[config.mk]
export PLATFORM = sky130hd
export DESIGN_NAME = q2e_cordic_cell
export DESIGN_NICKNAME = d
export VERILOG_FILES = /design/src/rtl/q2e_pkg.sv /design/src/rtl/q2e_cordic_cell.sv
export SDC_FILE = /design/constraint.sdc
export NUM_CORES = 1
export LEC_CHECK = 0
export BUFFER_PORTS_ARGS = -buffer_cell sky130_fd_sc_hd__buf_2
export CAP_MARGIN = 10
export CORE_MARGIN = 4
export CORE_UTILIZATION = 35
export CTS_CLUSTER_DIAMETER = 50
export DETAILED_ROUTE_END_ITERATION = 6
export PLACE_DENSITY = 0.55
export SLEW_MARGIN = 25
export SYNTH_ARGS = -nofsm -noshare
export SYNTH_HDL_FRONTEND = slang
export SYNTH_SLANG_ARGS = --single-unit
[constraint.sdc]
create_clock -name clock -period 11.7 [get_ports clock]
set_clock_uncertainty 0.1 [all_clocks]
set_input_delay 1.17 -clock clock [delete_from_list [all_inputs] [get_ports clock]]
set_output_delay 1.17 -clock clock [all_outputs]
set_load 0.02 [all_outputs]
[src/rtl/q2e_pkg.sv]
// shared types, constants and the arctangent step table for the quaternion to euler block
// used by every module under rtl, depends on nothing
`default_nettype none
package q2e_pkg;

   localparam int VEC_W = 48;
   localparam int ANG_W = 36;
   localparam int SQRT_BITS = 32;

   localparam logic signed [15:0] PI_Q13      = 16'sd25736;
   localparam logic signed [15:0] HALF_PI_Q13 = 16'sd12868;
   localparam logic signed [ANG_W-1:0] PI_Q30 = 36'sd3373259426;

   typedef struct packed {
      logic signed [VEC_W-1:0] x;
      logic signed [VEC_W-1:0] y;
      logic signed [ANG_W-1:0] z;
      logic                    fix;
      logic signed [15:0]      fix_val;
   } q2e_lane_type;

   typedef struct packed {
      logic [63:0]          v;
      logic [35:0]          rem;
      logic [SQRT_BITS-1:0] root;
   } q2e_sqrt_type;

   // atan(2^-i) in q.30, rounded
   function automatic logic [31:0] atan_step(input logic [4:0] i);
      logic [31:0] r;
      unique case (i)
         5'd0:    r = 32'd843314857;
         5'd1:    r = 32'd497837829;
         5'd2:    r = 32'd263043837;
         5'd3:    r = 32'd133525159;
         5'd4:    r = 32'd67021687;
         5'd5:    r = 32'd33543516;
         5'd6:    r = 32'd16775851;
         5'd7:    r = 32'd8388437;
         5'd8:    r = 32'd4194283;
         5'd9:    r = 32'd2097149;
         5'd10:   r = 32'd1048576;
         5'd11:   r = 32'd524288;
         5'd12:   r = 32'd262144;
         5'd13:   r = 32'd131072;
         5'd14:   r = 32'd65536;
         5'd15:   r = 32'd32768;
         5'd16:   r = 32'd16384;
         5'd17:   r = 32'd8192;
         5'd18:   r = 32'd4096;
         5'd19:   r = 32'd2048;
         5'd20:   r = 32'd1024;
         5'd21:   r = 32'd512;
         5'd22:   r = 32'd256;
         5'd23:   r = 32'd128;
         default: r = 32'd0;
      endcase
      return r;
   endfunction

endpackage
`default_nettype wire

[src/rtl/q2e_cordic_cell.sv]
// one vectoring rotation of the arctangent row
// depends on q2e_pkg for the step table
`default_nettype none
module q2e_cordic_cell #(
   parameter int STEP = 0
) (
   input  wire                   clock,
   input  q2e_pkg::q2e_lane_type d_i,
   output q2e_pkg::q2e_lane_type d_o
);

   q2e_pkg::q2e_lane_type q_ff, q_in;
   logic signed [q2e_pkg::VEC_W-1:0] xs;
   logic signed [q2e_pkg::VEC_W-1:0] ys;
   logic signed [q2e_pkg::ANG_W-1:0] ang;

   always_comb begin
      xs   = d_i.x >>> STEP;
      ys   = d_i.y >>> STEP;
      ang  = signed'({4'b0000, q2e_pkg::atan_step(5'(STEP))});
      q_in = d_i;
      if (!d_i.y[q2e_pkg::VEC_W-1]) begin
         q_in.x = d_i.x + ys;
         q_in.y = d_i.y - xs;
         q_in.z = d_i.z + ang;
      end else begin
         q_in.x = d_i.x - ys;
         q_in.y = d_i.y + xs;
         q_in.z = d_i.z - ang;
      end
   end

   always_ff @(posedge clock) begin
      q_ff <= q_in;
   end

   assign d_o = q_ff;

endmodule
`default_nettype wire

Word level (Yosys, flattened, before mapping)
Index checks and enable logic that the tools add are counted.
{"block": "classes", "n_mux": 1, "n_addsub": 5}
{"operator": "two-way mux 132 bit", "n": 1}
{"operator": "subtractor 48 bit", "n": 2}
{"operator": "adder 48 bit", "n": 1}
{"operator": "adder 36 x 31 -> 36 bit, second input constant", "n": 1}
{"operator": "subtractor 36 x 31 -> 36 bit, second input constant", "n": 1}
{"block": "totals", "regBits": 149, "output_inout_bits": 149, "in_bits": 150, "elab_cells": 11}

Logic depth before layout (Yosys ltp)
{"block": "logic_depth", "depth_word": 2, "ltp_mapped": 14, "mapped_depth_nobuf": 12}

Worst setup path before layout
No wires, ideal clock.
{"block": "synth_path", "path_kind": "input to register", "start": "input port d_i[100] (netlist name)", "end": "register q_ff, in the netlist d_o[51]", "path_slack_ps": 7196, "setup_ps": 72, "arrival_time_ps": 4331, "required_time_ps": 11528, "cell_stages": 13, "path_buffers": 2, "cell_sequence": "inv_1 > clkbuf_1 > buf_1 > ha_1 > a21o_1 > a21oi_1 > o21ai_1 > a221o_1 > or3_1 > a31oi_1 > o21ai_1 > a31oi_1 > xnor2_1"}
{"item": "from (decl)", "line": "q2e_cordic_cell.sv:8", "text": "input q2e_pkg::q2e_lane_type d_i,"}
{"item": "to (signal assigned)", "line": "q2e_cordic_cell.sv:34", "text": "q_ff <= q_in;"}
{"item": "to (decl)", "line": "q2e_cordic_cell.sv:12", "text": "q2e_pkg::q2e_lane_type q_ff, q_in;"}

==> flow_summary.yaml <==
die:
  initial_core_util_pct: 35.79
  die_y_um: 207.7
  io_pins: 299
  fp.dieW_um: 207.7
  std_cell_rows: 72
  core_region_area_mm2: 0.03901
  die_area_mm2: 0.04314
sta:
  slew_violations: 0
  tns_ns: 0
  max_freq_mhz: 202.3
  tightest_slew_ns: 1.002
  post-route-period-util_pct: 42.24
  rsz0062_at_grt: "false"
  final_hold_viol_count: 0
  setup_viol: 0
  slew_headroom_pct: 32.65
  min_period_ns: 4.943
  setup_ws_ns: 6.757
clock_tree:
  postCtsSetupBuffers: 0
  htreeDepth: 4
  cts.clk_slew.worst_paths_ns: 0.06
  ctsRootBufferMaster: "clkbuf_16"
  cts_tree: "built"
  cts_hold_buf: 0
  cts.sinks: 148
  cts_made_buffers: 17
  cts_resized: 0
  cts_buffer_depth: 2
layout:
  seq_area_mm2: 0.002963
  multi_input_area_mm2: 0.01011
  final_common_cell: "buf_2"
  fillers: 4069
  syn_to_final_growth_pct: 17.43
  largest_reg_flops: 148
  nets: 2415
  layout_common_cells: "buf_2 (297), a21oi_1 (214), ha_1 (191), dfxtp_1 (148), nor2_1 (146)"
  drive_above_1_share_pct: 17.63
yosys:
  synth.yosys.seq_area_share_pct: 21.22
  syn_nets: 2166
  syn_avg_cell_area_um2: 7.666
  yosys_warnings: 0
  netlist.area_leader.share_pct: 21.22
  synthTopCellsByArea: "dfxtp_1 (21%), ha_1 (17%), a21oi_1 (7.7%)"
  synth_flop_cell: "dfxtp_1"
  yosys_register_bits: 148
  synth_area_mm2: 0.01396
  synthArstFlopShare_pct: 0
  synth_edf_count: 0
  ys_types: 86
  yosysTopAreaCell: "dfxtp_1"
  synthCells: 1821
routing:
  wirelength_um: 53200
  drtIter0Drc: 1188
  postRouteAntennaNets: 0
  firstDrtPassIters: 6
  via_per_inst: 5.591
  wl_per_cell_um: 20.45
  drc: 0
  vias: 14543
pwr:
  p_sw_share_pct: 42.06
  combPwrFrac_pct: 44.4
  total_power_uw: 2134
  ir_drop_mv: 0.09213
  p_seq_share_pct: 30.0
  power_leakage_uw: 0.007676
  pwr_density_cell_mw_per_mm2: 130.2
  p_sw_uw: 897.6
  p_int_uw: 1237
  clkPwrFrac_pct: 25.5
hold_path:
  min_path_type: "input pin to flop"
  holdPathEnd: "d_o[2]$_DFF_P_"
  worstHoldPathCells: 1
  hold_path.startpoint: "d_i[2]"
worst_setup_path:
  worstPathRequired_ns: 11.93
  worstSetupEndpointType: "flop"
  critical_path.max_fanout: 83
  crit_type: "input pin to flop"
  arrival_ns: 5.18
  startpoint_type: "input pin"
placed_design:
  pre_cts_slack_ns: 6.340
  gp_congestion: 0.9536
  dp_hpwl_um: 43180
  io_buffer_count: 298
global_route:
  grt_pass1_vias: 14092
  antenna_found_initial: 2
  track_usage_pct: 23.34
  overflow: 0
  grt_start_max_net_pins: 84
  grt_pass1_wl_um: 81210
status:
  status: "complete, no violations"
job:
  cap_violations: 0
## cell type report
type,instances,area share (%)
diodes,1,0.01526
clock buffers,19,2.763
clock inverters,12,0.6488
inverters,161,3.686
multi-input cells,1442,61.65
flip-flops and latches,148,18.07
well taps,518,3.954
repair buffers,300,9.205
## stage by stage
stage               hold slack (ns)  utilization, %  cells  area, um^2
finish                       0.7218           42.03   2601       16390
global route                 0.6972           42.02   2600       16390
CTS                          0.6878           42.02   2600       16390
global placement              1.172           40.59   2569       15830
detailed placement            1.174           40.59   2569       15830
floorplan                     1.098               -   1821       13960
## how the worst max path moves through the flow
stage	slack, ns	end	depth (start not counted)	from
2_1_floorplan	7.20	d_o[51]$_DFF_P_	13	d_i[100]
3_3_place_gp	6.35	d_o[52]$_DFF_P_	12	d_i[100]
3_5_place_dp	6.34	d_o[52]$_DFF_P_	12	d_i[100]
4_1_cts	6.82	d_o[52]$_DFF_P_	12	d_i[100]
5_1_grt	6.51	d_o[46]$_DFF_P_	12	d_i[100]
6_report	6.76	d_o[52]$_DFF_P_	12	d_i[100]
## critical path: stages
cell and delay [ns]:
buf_4 0.69, inv_2 0.52, buf_4 0.50, ha_1 0.49, and3_1 0.23, o21ai_0 0.10, a31oi_1 0.42, nand4_1 0.15
a31oi_1 0.39, a41o_1 0.25, a21oi_1 0.08, xnor2_1 0.12
## logic make-up after synthesis
family | Yosys count | share of synthesized area, %
AO/OA/AOI/OAI | 644 | 29.41
AND/OR/NAND/NOR | 460 | 16.07
buffers and inverters | 231 | 6.373
adder cells (fa/ha/maj) | 195 | 17.69
flip-flops | 148 | 21.22
XOR/XNOR | 116 | 7.278
multiplexers | 27 | 1.954
## power by group through the flow
stage,Combinational (uW),Sequential (uW),Clock (uW)
2_1_floorplan,470,793,0
3_3_place_gp,938,651,0
6_report,948,641,545
5_1_grt,1020,651,582
4_1_cts,941,643,565
3_5_place_dp,935,652,0
## metal layers
layer	vias up	GRT usage [%]	part of all wire, %
met4	2	6.546	2.4
met2	616	38.73	46
li1	6983	-	-
met3	91	4.080	6.8
met5	-	0	0.024
met1	6851	31.32	45
## cells in the mapped netlist (5+ instances only)
cell	count
a221oi_1	6
dfxtp_1	148
o31a_1	8
mux2i_1	25
a31oi_1	24
and4_1	7
o21bai_1	43
a211oi_1	20
xor2_1	18
o22ai_1	5
and3_1	12
o31ai_1	21
or3_1	8
a21o_1	50
nand3_1	25
a311oi_1	6
nand2_1	108
and2_1	12
o21a_1	19
xnor2_1	98
buf_2	15
nor2b_1	19
nand4_1	25
a21boi_0	6
o211ai_1	21
a21oi_1	214
nor2_1	146
nor4_1	17
o21ai_0	114
inv_2	12
o21ai_1	24
a211o_1	5
inv_1	145
nand2b_1	24
ha_1	191
buf_1	17
clkbuf_1	37
nor3_1	37
No activity file was read; power rests on OpenSTA's default activity.
