### src/rtl/q2e_pkg.sv
// shared types, constants and the arctangent step table for the quaternion to euler block
// used by every module under rtl, depends on nothing
`default_nettype none
package q2e_pkg;

   localparam int VEC_W = 48;
   localparam int ANG_W = 36;
   localparam int SQRT_BITS = 32;

   localparam logic signed [15:0] PI_Q13      = 16'sd25736;
   localparam logic signed [15:0] HALF_PI_Q13 = 16'sd12868;
   localparam logic signed [ANG_W-1:0] PI_Q30 = 36'sd3373259426;

   typedef struct packed {
      logic signed [VEC_W-1:0] x;
      logic signed [VEC_W-1:0] y;
      logic signed [ANG_W-1:0] z;
      logic                    fix;
      logic signed [15:0]      fix_val;
   } q2e_lane_type;

   typedef struct packed {
      logic [63:0]          v;
      logic [35:0]          rem;
      logic [SQRT_BITS-1:0] root;
   } q2e_sqrt_type;

   // atan(2^-i) in q.30, rounded
   function automatic logic [31:0] atan_step(input logic [4:0] i);
      logic [31:0] r;
      unique case (i)
         5'd0:    r = 32'd843314857;
         5'd1:    r = 32'd497837829;
         5'd2:    r = 32'd263043837;
         5'd3:    r = 32'd133525159;
         5'd4:    r = 32'd67021687;
         5'd5:    r = 32'd33543516;
         5'd6:    r = 32'd16775851;
         5'd7:    r = 32'd8388437;
         5'd8:    r = 32'd4194283;
         5'd9:    r = 32'd2097149;
         5'd10:   r = 32'd1048576;
         5'd11:   r = 32'd524288;
         5'd12:   r = 32'd262144;
         5'd13:   r = 32'd131072;
         5'd14:   r = 32'd65536;
         5'd15:   r = 32'd32768;
         5'd16:   r = 32'd16384;
         5'd17:   r = 32'd8192;
         5'd18:   r = 32'd4096;
         5'd19:   r = 32'd2048;
         5'd20:   r = 32'd1024;
         5'd21:   r = 32'd512;
         5'd22:   r = 32'd256;
         5'd23:   r = 32'd128;
         default: r = 32'd0;
      endcase
      return r;
   endfunction

endpackage
`default_nettype wire

### src/rtl/q2e_sqrt_cell.sv
// one cell of the square root row: settles one root bit per cycle
// depends on q2e_pkg
`default_nettype none
module q2e_sqrt_cell #(
   parameter int BIT = 31
) (
   input  wire                   clock,
   input  q2e_pkg::q2e_sqrt_type d_i,
   output q2e_pkg::q2e_sqrt_type d_o
);

   q2e_pkg::q2e_sqrt_type q_ff, q_in;
   logic [35:0] rem_sh;
   logic [35:0] trial;

   always_comb begin
      rem_sh = {d_i.rem[33:0], d_i.v[2*BIT+1 -: 2]};
      trial  = {2'b00, d_i.root, 2'b01};
      q_in.v = d_i.v;
      if (rem_sh >= trial) begin
         q_in.rem  = rem_sh - trial;
         q_in.root = {d_i.root[q2e_pkg::SQRT_BITS-2:0], 1'b1};
      end else begin
         q_in.rem  = rem_sh;
         q_in.root = {d_i.root[q2e_pkg::SQRT_BITS-2:0], 1'b0};
      end
   end

   always_ff @(posedge clock) begin
      q_ff <= q_in;
   end

   assign d_o = q_ff;

endmodule
`default_nettype wire

### config.mk
export PLATFORM = sky130hd
export DESIGN_NAME = q2e_sqrt_cell
export DESIGN_NICKNAME = d
export VERILOG_FILES = /design/src/rtl/q2e_pkg.sv /design/src/rtl/q2e_sqrt_cell.sv
export SDC_FILE = /design/constraint.sdc
export NUM_CORES = 1
export LEC_CHECK = 0
export BUFFER_PORTS_ARGS = -buffer_cell sky130_fd_sc_hd__buf_4
export CAP_MARGIN = 20
export CORE_UTILIZATION = 30
export CTS_BUF_LIST = sky130_fd_sc_hd__clkbuf_16
export CTS_CLUSTER_SIZE = 14
export DETAILED_ROUTE_END_ITERATION = 8
export PLACE_DENSITY = 0.55
export SLEW_MARGIN = 20
export SYNTH_ARGS = -nofsm -noshare
export SYNTH_HDL_FRONTEND = slang
export SYNTH_SLANG_ARGS = --single-unit
### constraint.sdc
create_clock -name clock -period 3.4 [get_ports clock]
set_input_delay 0.85 -clock clock [delete_from_list [all_inputs] [get_ports clock]]
set_output_delay 0.85 -clock clock [all_outputs]
set_load 0.1 [all_outputs]
After elaboration in Yosys (flattened, before gate mapping)
Cells that the tools add are included.
{"block": "totals", "regBits": 132, "in_bits": 133, "out_inout_bits": 132, "wordCells": 6}
{"block": "op_classes", "add_sub_neg": 1, "order_cmp": 1, "n_mux": 1}
{"operator": "$mux 68", "count": 1}
{"operator": "$ge 36x34->1", "count": 1}
{"operator": "$sub 36x34->36", "count": 1}

Logic depth before layout (Yosys ltp)
{"block": "depth", "word_depth": 2, "mapped_depth": 12}

Worst setup path after synthesis
No wires, ideal clock.
{"block": "synth_timing", "path_kind": "input -> register", "from": "in d_i[18] in the netlist's numbering", "to": "reg q_ff (netlist bit d_o[40])", "setup_time_ns": 0.121, "arrival_ns": 2.771, "setup_slack_ns": 0.508, "stages": 11, "n_path_buf": 2, "cell_sequence": "inv_1 -> ha_1 -> buf_2 -> nand4_1 -> nor4_4 -> nand2_1 -> nor3_2 -> nor3b_2 -> a21oi_4 -> buf_6 -> mux2_4"}
{"element": "from (decl)", "line_no": "q2e_sqrt_cell.sv:8", "rtl": "input q2e_pkg::q2e_sqrt_type d_i,"}
{"element": "to (signal assigned)", "line_no": "q2e_sqrt_cell.sv:30", "rtl": "q_ff <= q_in;"}
{"element": "to (decl)", "line_no": "q2e_sqrt_cell.sv:12", "rtl": "q2e_pkg::q2e_sqrt_type q_ff, q_in;"}

==> impl_metrics.sql <==
INSERT INTO impl_metrics (metric_group, metric, value, unit) VALUES
('run_status', 'status', 'finished clean', ''),
('clocking', 'tritoncts', 'yes', ''),
('die', 'die_area', '0.01825', 'sq mm'),
('yosys', 'postSynthRegisterBits', '132', ''),
('clocking', 'postCtsHoldBufs', '0', ''),
('global_routing', 'grt_pass1_vias', '4671', ''),
('critical_path', 'setup.worst_path.class', 'input port to flop', ''),
('power_and_ir_drop', 'power.leakage', '3.937', 'nW'),
('layout', 'fraction_of_layout_instances_using_a_drive_strength_above_1', '42.68', '%'),
('yosys', 'synth_cells', '528', ''),
('global_routing', 'grt.total_usage', '17.43', '%'),
('power_and_ir_drop', 'power.switching_fraction', '42.22', '%'),
('critical_path', 'required', '3.70', 'ns'),
('yosys', 'yosys_warning_total', '0', ''),
('sta', 'setup_repair_after_global_routing_missed_its_margin', 'false', ''),
('drt', 'route.detailed.wl_per_inst', '15.21', 'microns'),
('power_and_ir_drop', 'p_per_area', '699.4', 'mW/mm^2'),
('layout', 'final_common_cell', 'buf_4', ''),
('die', 'floorplan.die.width', '135.1', 'microns'),
('clocking', 'clkSinkCount', '132', ''),
('layout', 'area_growth_syn_to_layout', '54.27', '%'),
('power_and_ir_drop', 'seq_power_share', '30.6', '%'),
('sta', 'worst_slew_pin_slew', '0.4673', 'ns'),
('power_and_ir_drop', 'combinational_share_of_power', '37.8', '%'),
('yosys', 'synthArstFlopShare', '0', '%'),
('global_routing', 'antenna_found_initial', '1', ''),
('yosys', 'ys.flop_type', 'dfxtp_1', ''),
('power_and_ir_drop', 'pwr-share-clk', '31.5', '%'),
('layout', 'register_area', '0.002643', 'sq mm'),
('sta', 'finalCriticalPeriod', '2.920', 'ns'),
('layout', 'layout.core_utilization', '47.40', '%'),
('yosys', 'synth.distinct_cells', '64', ''),
('drt', 'vias_per_cell', '4.446', ''),
('die', 'die_h', '135.1', 'microns'),
('worst_hold_path', 'holdCritPathClass', 'input port to flop', ''),
('drt', 'dr.first_iter.drc_count', '233', ''),
('clocking', 'ctsRootBufferMaster', 'clkbuf_16', ''),
('sta', 'tightest_slew_margin_relative_to_the_limit', '68.52', '%'),
('sta', 'number_of_pins_with_negative_max_slew_slack_in_the_final_report', '0', ''),
('layout', 'layout_common_cells', '279 x buf_4, 132 x dfxtp_1, 50 x a21oi_1, 40 x nor2_1, 39 x inv_1', ''),
('global_routing', 'grt_first_pass_wirelength', '24210', 'microns'),
('sta', 'final_setup_violation_count', '0', ''),
('yosys', 'syn-cell-area', '0.005314', 'sq mm'),
('clocking', 'tritoncts.num_buffers', '17', ''),
('die', 'placementRows', '48', ''),
('layout', 'instances_no_fill', '1046', ''),
('die', 'core_region_area', '0.01730', 'sq mm'),
('placement', 'buffer_ports.inserted', '262', ''),
('layout', 'final_instance_area', '0.008198', 'sq mm'),
('layout', 'nFillCells', '1649', ''),
('sta', 'setup-tns-final', '0', 'ns'),
('sta', 'final_hold_violations', '0', ''),
('global_routing', 'grt.overflow.total', '0', ''),
('sta', 'final.period_utilization', '85.89', '%'),
('yosys', 'synth-seq-area-share', '49.73', '%'),
('clocking', 'clk_pin_slew_worst_paths', '0.06', 'ns'),
('yosys', 'synth_fp_nets', '695', ''),
('sta', 'max_freq', '342.4', 'MHz'),
('clocking', 'ctsResizeCount', '0', ''),
('die', 'start_util', '30.72', '%'),
('drt', 'drc', '0', ''),
('clocking', 'clockBufferDepth', '2', ''),
('clocking', 'htree_levels', '4', ''),
('critical_path', 'cp-end-kind', 'flop', ''),
('placement', 'final_wtd_congestion', '0.8795', ''),
('yosys', 'synth_edf_count', '0', ''),
('job', 'maxCapViolCount', '0', ''),
('layout', 'nNetsFinal', '974', ''),
('placement', 'postPlaceCellArea', '0.007607', 'sq mm'),
('drt', 'vias', '4651', ''),
('drt', 'detail-route-antenna-nets', '0', '');
## metal layers
metal,GRT usage (%),routed length (microns)
met5,0,0
met4,7.179,299
met3,5.893,1353
met2,31.54,8167
met1,18.33,6085
## power groups by stage
stage / clock network (mW) / registers (mW) / logic [mW]
floorplan: 0 / 2.97 / 0.462
global placement: 0 / 1.79 / 2.17
detailed placement: 0 / 1.79 / 2.18
CTS: 1.87 / 1.76 / 2.18
global route: 1.94 / 1.77 / 2.26
finish: 1.81 / 1.75 / 2.17
## synthesized netlist by cell type, drive strengths merged, types with 3 or more instances
master / n / area (sq um)
buf: 17 / 106.4
xor2: 14 / 122.6
a21oi: 60 / 345.3
dfxtp: 132 / 2643
nand2: 32 / 122.6
o21bai: 6 / 45.04
a31oi: 3 / 18.77
nor3: 10 / 60.06
mux2: 10 / 138.9
xnor2: 19 / 173.9
and3: 4 / 25.02
nor2: 40 / 150.1
o21a: 6 / 46.30
nand2b: 5 / 31.28
o211ai: 5 / 37.54
and2: 3 / 21.27
nand3: 9 / 45.04
clkbuf: 4 / 16.26
nand4: 11 / 75.07
o21ai: 26 / 130.1
o2111ai: 3 / 32.53
nor2b: 4 / 32.53
ha: 34 / 425.4
inv: 39 / 146.4
a21o: 7 / 52.55
## cell type report
class,count,share of cell area [%]
Timing Repair Buffer,281,26.04
Tap cell,225,3.434
Clock buffer,17,5.189
Inverter,39,1.786
Sequential cell,132,32.23
Multi-Input combinational cell,336,29.30
Antenna cell,1,0.03053
Clock inverter,15,1.984
## cell families (layout without fill, tap and decap cells)
logic type / after synthesis / after routing / share of synthesized area [%]
multiplexers: 10 / 10 / 2.614
buffers and inverters: 60 / 352 / 5.062
XOR/XNOR: 33 / 33 / 5.581
adder cells (fa/ha/maj): 34 / 34 / 8.006
flip-flops: 132 / 132 / 49.73
AO/OA/AOI/OAI: 133 / 133 / 16.60
other: 0 / 1 / 0
AND/OR/NAND/NOR: 126 / 126 / 12.41
## worst paths after layout
kind  slack [ns]  startpoint                to  cells past startpoint
max         0.48     d_i[18]   d_o[39]$_DFF_P_                     10
min         0.53    d_i[126]  d_o[126]$_DFF_P_                      1
## critical path: stages
cell and delay (ns):
buf_4 0.08, inv_1 0.04, ha_1 0.46, nand4_1 0.26, nor4_4 0.40, o2111ai_2 0.21, and2_4 0.18, a21oi_4 0.19
buf_12 0.20, mux2_2 0.34
## metrics by stage
stage,worst slack (ns),power (mW)
global placement,0.07042,3.960
CTS,0.5006,5.807
detailed placement,0.06760,3.965
global route,0.3142,5.965
finish,0.4798,5.733
floorplan,0.5080,3.431
Power figures use the tool's default switching activity.
