### config.mk
export PLATFORM = sky130hd
export DESIGN_NAME = q2e_norm_cell
export DESIGN_NICKNAME = d
export VERILOG_FILES = /design/src/rtl/q2e_pkg.sv /design/src/rtl/q2e_norm_cell.sv
export SDC_FILE = /design/constraint.sdc
export NUM_CORES = 1
export LEC_CHECK = 0
export ABC_AREA = 1
export BUFFER_PORTS_ARGS = -buffer_cell sky130_fd_sc_hd__clkbuf_2
export CAP_MARGIN = 20
export CORE_MARGIN = 8
export CORE_UTILIZATION = 40
export DETAILED_ROUTE_END_ITERATION = 10
export PLACE_DENSITY = 0.82
export SLEW_MARGIN = 20
export SYNTH_ARGS = -nofsm -noshare
export SYNTH_HDL_FRONTEND = slang
export SYNTH_SLANG_ARGS = --single-unit
### constraint.sdc
create_clock -name clock -period 1.7 [get_ports clock]
set_input_delay 0.255 -clock clock [delete_from_list [all_inputs] [get_ports clock]]
set_output_delay 0.255 -clock clock [all_outputs]
set_load 0.005 [all_outputs]
### src/rtl/q2e_pkg.sv
// shared types, constants and the arctangent step table for the quaternion to euler block
// used by every module under rtl, depends on nothing
`default_nettype none
package q2e_pkg;

   localparam int VEC_W = 48;
   localparam int ANG_W = 36;
   localparam int SQRT_BITS = 32;

   localparam logic signed [15:0] PI_Q13      = 16'sd25736;
   localparam logic signed [15:0] HALF_PI_Q13 = 16'sd12868;
   localparam logic signed [ANG_W-1:0] PI_Q30 = 36'sd3373259426;

   typedef struct packed {
      logic signed [VEC_W-1:0] x;
      logic signed [VEC_W-1:0] y;
      logic signed [ANG_W-1:0] z;
      logic                    fix;
      logic signed [15:0]      fix_val;
   } q2e_lane_type;

   typedef struct packed {
      logic [63:0]          v;
      logic [35:0]          rem;
      logic [SQRT_BITS-1:0] root;
   } q2e_sqrt_type;

   // atan(2^-i) in q.30, rounded
   function automatic logic [31:0] atan_step(input logic [4:0] i);
      logic [31:0] r;
      unique case (i)
         5'd0:    r = 32'd843314857;
         5'd1:    r = 32'd497837829;
         5'd2:    r = 32'd263043837;
         5'd3:    r = 32'd133525159;
         5'd4:    r = 32'd67021687;
         5'd5:    r = 32'd33543516;
         5'd6:    r = 32'd16775851;
         5'd7:    r = 32'd8388437;
         5'd8:    r = 32'd4194283;
         5'd9:    r = 32'd2097149;
         5'd10:   r = 32'd1048576;
         5'd11:   r = 32'd524288;
         5'd12:   r = 32'd262144;
         5'd13:   r = 32'd131072;
         5'd14:   r = 32'd65536;
         5'd15:   r = 32'd32768;
         5'd16:   r = 32'd16384;
         5'd17:   r = 32'd8192;
         5'd18:   r = 32'd4096;
         5'd19:   r = 32'd2048;
         5'd20:   r = 32'd1024;
         5'd21:   r = 32'd512;
         5'd22:   r = 32'd256;
         5'd23:   r = 32'd128;
         default: r = 32'd0;
      endcase
      return r;
   endfunction

endpackage
`default_nettype wire

### src/rtl/q2e_norm_cell.sv
// one cell of the normalizing row: doubles a vector SHIFT times if both parts are below 2^LIMIT in magnitude
// depends on q2e_pkg
`default_nettype none
module q2e_norm_cell #(
   parameter int SHIFT = 1,
   parameter int LIMIT = 40
) (
   input  wire                   clock,
   input  q2e_pkg::q2e_lane_type d_i,
   output q2e_pkg::q2e_lane_type d_o
);

   q2e_pkg::q2e_lane_type q_ff, q_in;
   logic [q2e_pkg::VEC_W-1:0] ax;
   logic [q2e_pkg::VEC_W-1:0] ay;

   always_comb begin
      ax   = d_i.x[q2e_pkg::VEC_W-1] ? q2e_pkg::VEC_W'(-d_i.x) : q2e_pkg::VEC_W'(d_i.x);
      ay   = d_i.y[q2e_pkg::VEC_W-1] ? q2e_pkg::VEC_W'(-d_i.y) : q2e_pkg::VEC_W'(d_i.y);
      q_in = d_i;
      if ((ax >> LIMIT) == '0 && (ay >> LIMIT) == '0) begin
         q_in.x = d_i.x <<< SHIFT;
         q_in.y = d_i.y <<< SHIFT;
      end
   end

   always_ff @(posedge clock) begin
      q_ff <= q_in;
   end

   assign d_o = q_ff;

endmodule
`default_nettype wire

Word-level counts from Yosys, hierarchy flattened
Cells that the tools add are included.

Register bits after elaboration: 149. Output and inout port bits: 149. Bits of input ports: 150.

Reductions and logical operators: 3. Add/sub/neg operators: 2. Multiplexer cells: 3.

Operator list (count): zero test 48 bit (2); 2-to-1 mux 48 bit (2); 2-to-1 mux 96 bit (1); negator 48 bit (2); logical AND 1 bit (1).

Depth between registers and ports, before layout
Depth in word-level cells: 5. Depth in mapped cells: 17.

Worst setup path after synthesis
Ideal clock, no wire load.

Kind: input port to flip-flop. Start point: input port d_i[105] (netlist name). End point: register q_ff, in the netlist d_o[102]. Arrival: 1.720 ns. Required time: 1.588 ns. Slack: -0.132 ns. Cell stages on the path: 16. Path through: or2_1 -> nor2_1 -> nand2_1 -> nor2_1 -> nand2_1 -> nand2_1 -> nand2_1 -> nand2_1 -> inv_2 -> nor2_2 -> nand2_2 -> nor2_8 -> nand2_4 -> buf_6 -> nand2_1 -> nand2_1.

RTL lines: from (decl) (RTL line q2e_norm_cell.sv:9) `input q2e_pkg::q2e_lane_type d_i,`; to (signal assigned) (RTL line q2e_norm_cell.sv:28) `q_ff <= q_in;`; to (decl) (RTL line q2e_norm_cell.sv:13) `q2e_pkg::q2e_lane_type q_ff, q_in;`.

==> results <==
- The flow ran to the end, but the final reports show violations.
- The final reports fail on setup timing.
- The die width is 134 um.
- STA puts the critical path data required time at 1990 ps.
- In the global route stage, overall resource usage came out at 0.264.
- The worst-case setup margin in the final layout is -290 ps.
- In this run the clock root is driven by a sky130_fd_sc_hd__clkbuf_16.
- The final layout contains 1,401 nets.
- The die covers 18,000 um^2.
- The die height is 134 um.
- The flip-flop count of the largest register, all copies and words added is 149.
- For this design, the slowest cell found on the critical path is sky130_fd_sc_hd__nor2_1.
- Clock-pin slew was measured on the worst setup and hold paths at 70 ps.
- The area growth from synthesis to final layout is 92.2%.
- The number of nets with antenna violations after detailed routing is 0.
- In this run, distinct cell masters in the synthesized netlist total 21.
- The wire length of the first global-routing pass is 37,200 um.
- The maximum single-stage delay on the critical path is 190 ps.
- The post-synthesis area per instance is 7.31 um^2.
- The worst setup path is of the in -> reg kind.
- Entering global routing, the biggest net connects 38 pins.
- The worst min-delay path endpoint is d_o[96].
- After detailed routing, the average wire length per cell comes to 20.7 um.
- The peak supply drop is 0.765 mV.
- 299 I/O pins were placed.
- The synthesized design contains 149 register bits.
- Counting tap cells, the placed design contains a total of 1,329 instances.
- The total of fill cells in the finished design is 856.
- The synthesized instance count is 764.
- The routed wire length is 29,900 um.
- The number of buffers on the longest clock path is 2.
- The number of placement rows is 43.
- Setup repair after global routing could not meet its margin everywhere.
- The number of buffers created by CTS is 17.
- After floorplanning, the core was sized to cover 13,800 um^2.
- The routed metal-1 wirelength is 10,600 um.
- The placed instances occupy a cell area of 8110 um^2.
- The clock drives 149 sinks.
- The worst hold path depth is 1.
- The cell occurring most often along the worst timing path is sky130_fd_sc_hd__nand2_1.
- Summed over all failing endpoints, the final setup total negative slack is -11,870 ps.
- For this run, the share of the core covered by cells in the final layout is 0.779.
- The number of failing hold endpoints at the final stage is 0.
- The detailed router finished its first iteration with 825 violations.
- The leakage power figure is 5.35 nW.
- The total length of routed met3 wires is 2750 um.
- Summing all multi-input logic gate instances after layout gives 3150 um^2.
- The ratio of total power to cell area is 824 nW/um^2.
- The highest metal layer carrying signal wires in the routed design is met5.
- The number of antenna violations at the first check in global routing is 2.
- The category of the worst setup path capture point is a flop.
- The TritonCTS clock tree is built.
- The number of vias per cell is 5.21.
- The tool flagged a number of max-cap violations equal to 0.
- The storage element area is 2980 um^2.
- Routability-driven placement finished with a final weighted congestion of 0.919.
- The most common library cell in the layout ignoring fill and taps is sky130_fd_sc_hd__clkbuf_2.
- The highest clock rate is 0.503 GHz.
- The estimated wirelength of the detail-placed design is 16,400 um.
- The number of setup violations in the final report is 82.
- Of the cells placed in the final design, the portion with a size suffix greater than 1 is 0.546.
- The sequential fraction of the synthesis area is 0.534.
- The data arrival at the endpoint of the critical path is 2280 ps.
- The number of optimization iterations in the first detailed-route pass is 5.
- The total number of H-tree levels is 4.
- The type of the worst min-delay path is in -> reg.
- The tightest slew margin relative to the limit is 0.770.
- Leaving out fill and tap cells, the most frequent cells in the layout are 269 x sky130_fd_sc_hd__clkbuf_2, 200 x sky130_fd_sc_hd__nand2_1, 149 x sky130_fd_sc_hd__dfxtp_1, 129 x sky130_fd_sc_hd__buf_4, 95 x sky130_fd_sc_hd__nand3_1.
- Yosys printed 0 warnings.
- The post-synthesis net count is 914.
- In this run the worst path has a maximum fanout of 10.
- The count of buffer and inverter cells on the critical path is 4.
- Traced cell by cell, the critical path runs through clkbuf_2 > nor2_1 > nand2_2 > nor2_4 > nand2_2 > nor2_2 > nand2_2 > nand2_1 > nand2_1 > nand2_1 > nand2_1 > inv_2 > nand2_4 > nor2_8 > buf_12 > nand2_8 > buf_8 > nand2_1 > nand2_1.
- The routed design uses 14,400 um of met2 wire.
- At the pin with the least slew margin, the transition time is 344 ps.
- The share of the clock period used by the worst path after layout is 1.17.
- The initial utilization of the core area, before any placement, comes to 0.406.
- For this run the aggregate overflow at the end of global routing stands at 0.
- The final max-slew violation count was 0.
- The count of buffers added on input and output ports is 298.
- The kind of cell with the highest combined delay along the critical path is simple AND/OR/NAND/NOR gates.
- The sort of element at the start of the critical path is an input pin.
- The final critical-path required period is 1990 ps.
- The post-route cell area is 10,700 um^2.
- The post-layout instance count excluding filler cells is 1,444.
- The number of global-route vias before repair is 7,045.
- The synthesized area is 5590 um^2.
- The DRC violations left is 0.
- The routed layout has 7,528 vias.
- The worst hold path begins at d_i[96].
kinds of logic after synthesis:
| logic type | after synthesis | synth area share |
|---|---|---|
| DFF | 149 | 0.534 |
| and+or+nand+nor | 538 | 0.400 |
| AOI/OAI and AO/OA | 1 | 0.000895 |
| buffers and inverters | 76 | 0.0654 |
repair_timing:
item / in CTS / in global routing
gates resized for setup: 20 / 332
pin swaps: 5 / 82
gates cloned: 3 / 10
hold endpoints to repair: 58 / 0
setup endpoints to repair: 82 / 82
setup buffers: 6 / 8
hold buffers: 58 / 0
where the power goes:
part	internal (W)	switching [W]	total [W]
combinational	0.000682	0.000686	0.00137
sequential	0.00368	0.0000688	0.00375
clock	0.00205	0.00168	0.00373
worst max path at each step:
stage | from | to | depth (start not counted)
final | d_i[87] | d_o[75] | 19
after global routing | d_i[87] | d_o[75] | 19
after CTS | d_i[56] | d_o[81] | 18
after detailed placement | d_i[56] | d_o[76] | 16
after global placement | d_i[129] | d_o[121] | 15
after floorplan | d_i[105] | d_o[102] | 16
routing by layer:
layer,GRT usage,vias to the layer above
li1,-,3351
met1,0.284,3442
met2,0.474,561
met3,0.0722,172
met4,0.112,2
met5,0,-
cell usage after synthesis, drive strengths merged:
cell    count  area, um^2
nor2      123         483
nand3     101         505
or2         1        6.26
a21oi       1        5.00
nand4       5        31.3
clkbuf     17        63.8
nand3b      4        30.0
nand2     292        1110
buf        24         170
dfxtp     149        2980
and2        6        37.5
nor3        5        25.0
nor3b       1        7.51
inv        35         131
layout make-up:
class                   count  area share
repair buffers            508       0.342
multi-input cells         540       0.294
well taps                 180      0.0210
clock buffers              17      0.0396
inverters                  35      0.0122
flip-flops and latches    149       0.278
diodes                      1    0.000233
clock inverters            14      0.0131
through the flow:
stage | setup WS (ps) | power, W | hold slack [ps]
6_report | -290 | 0.00885 | 12.2
3_5_place_dp | -551 | 0.00477 | 359
4_1_cts | -46.1 | 0.00852 | 0.852
3_3_place_gp | -523 | 0.00475 | 357
2_1_floorplan | -115 | 0.00406 | 283
5_1_grt | -347 | 0.00912 | 3.84
(Power assumes the default switching activity.)
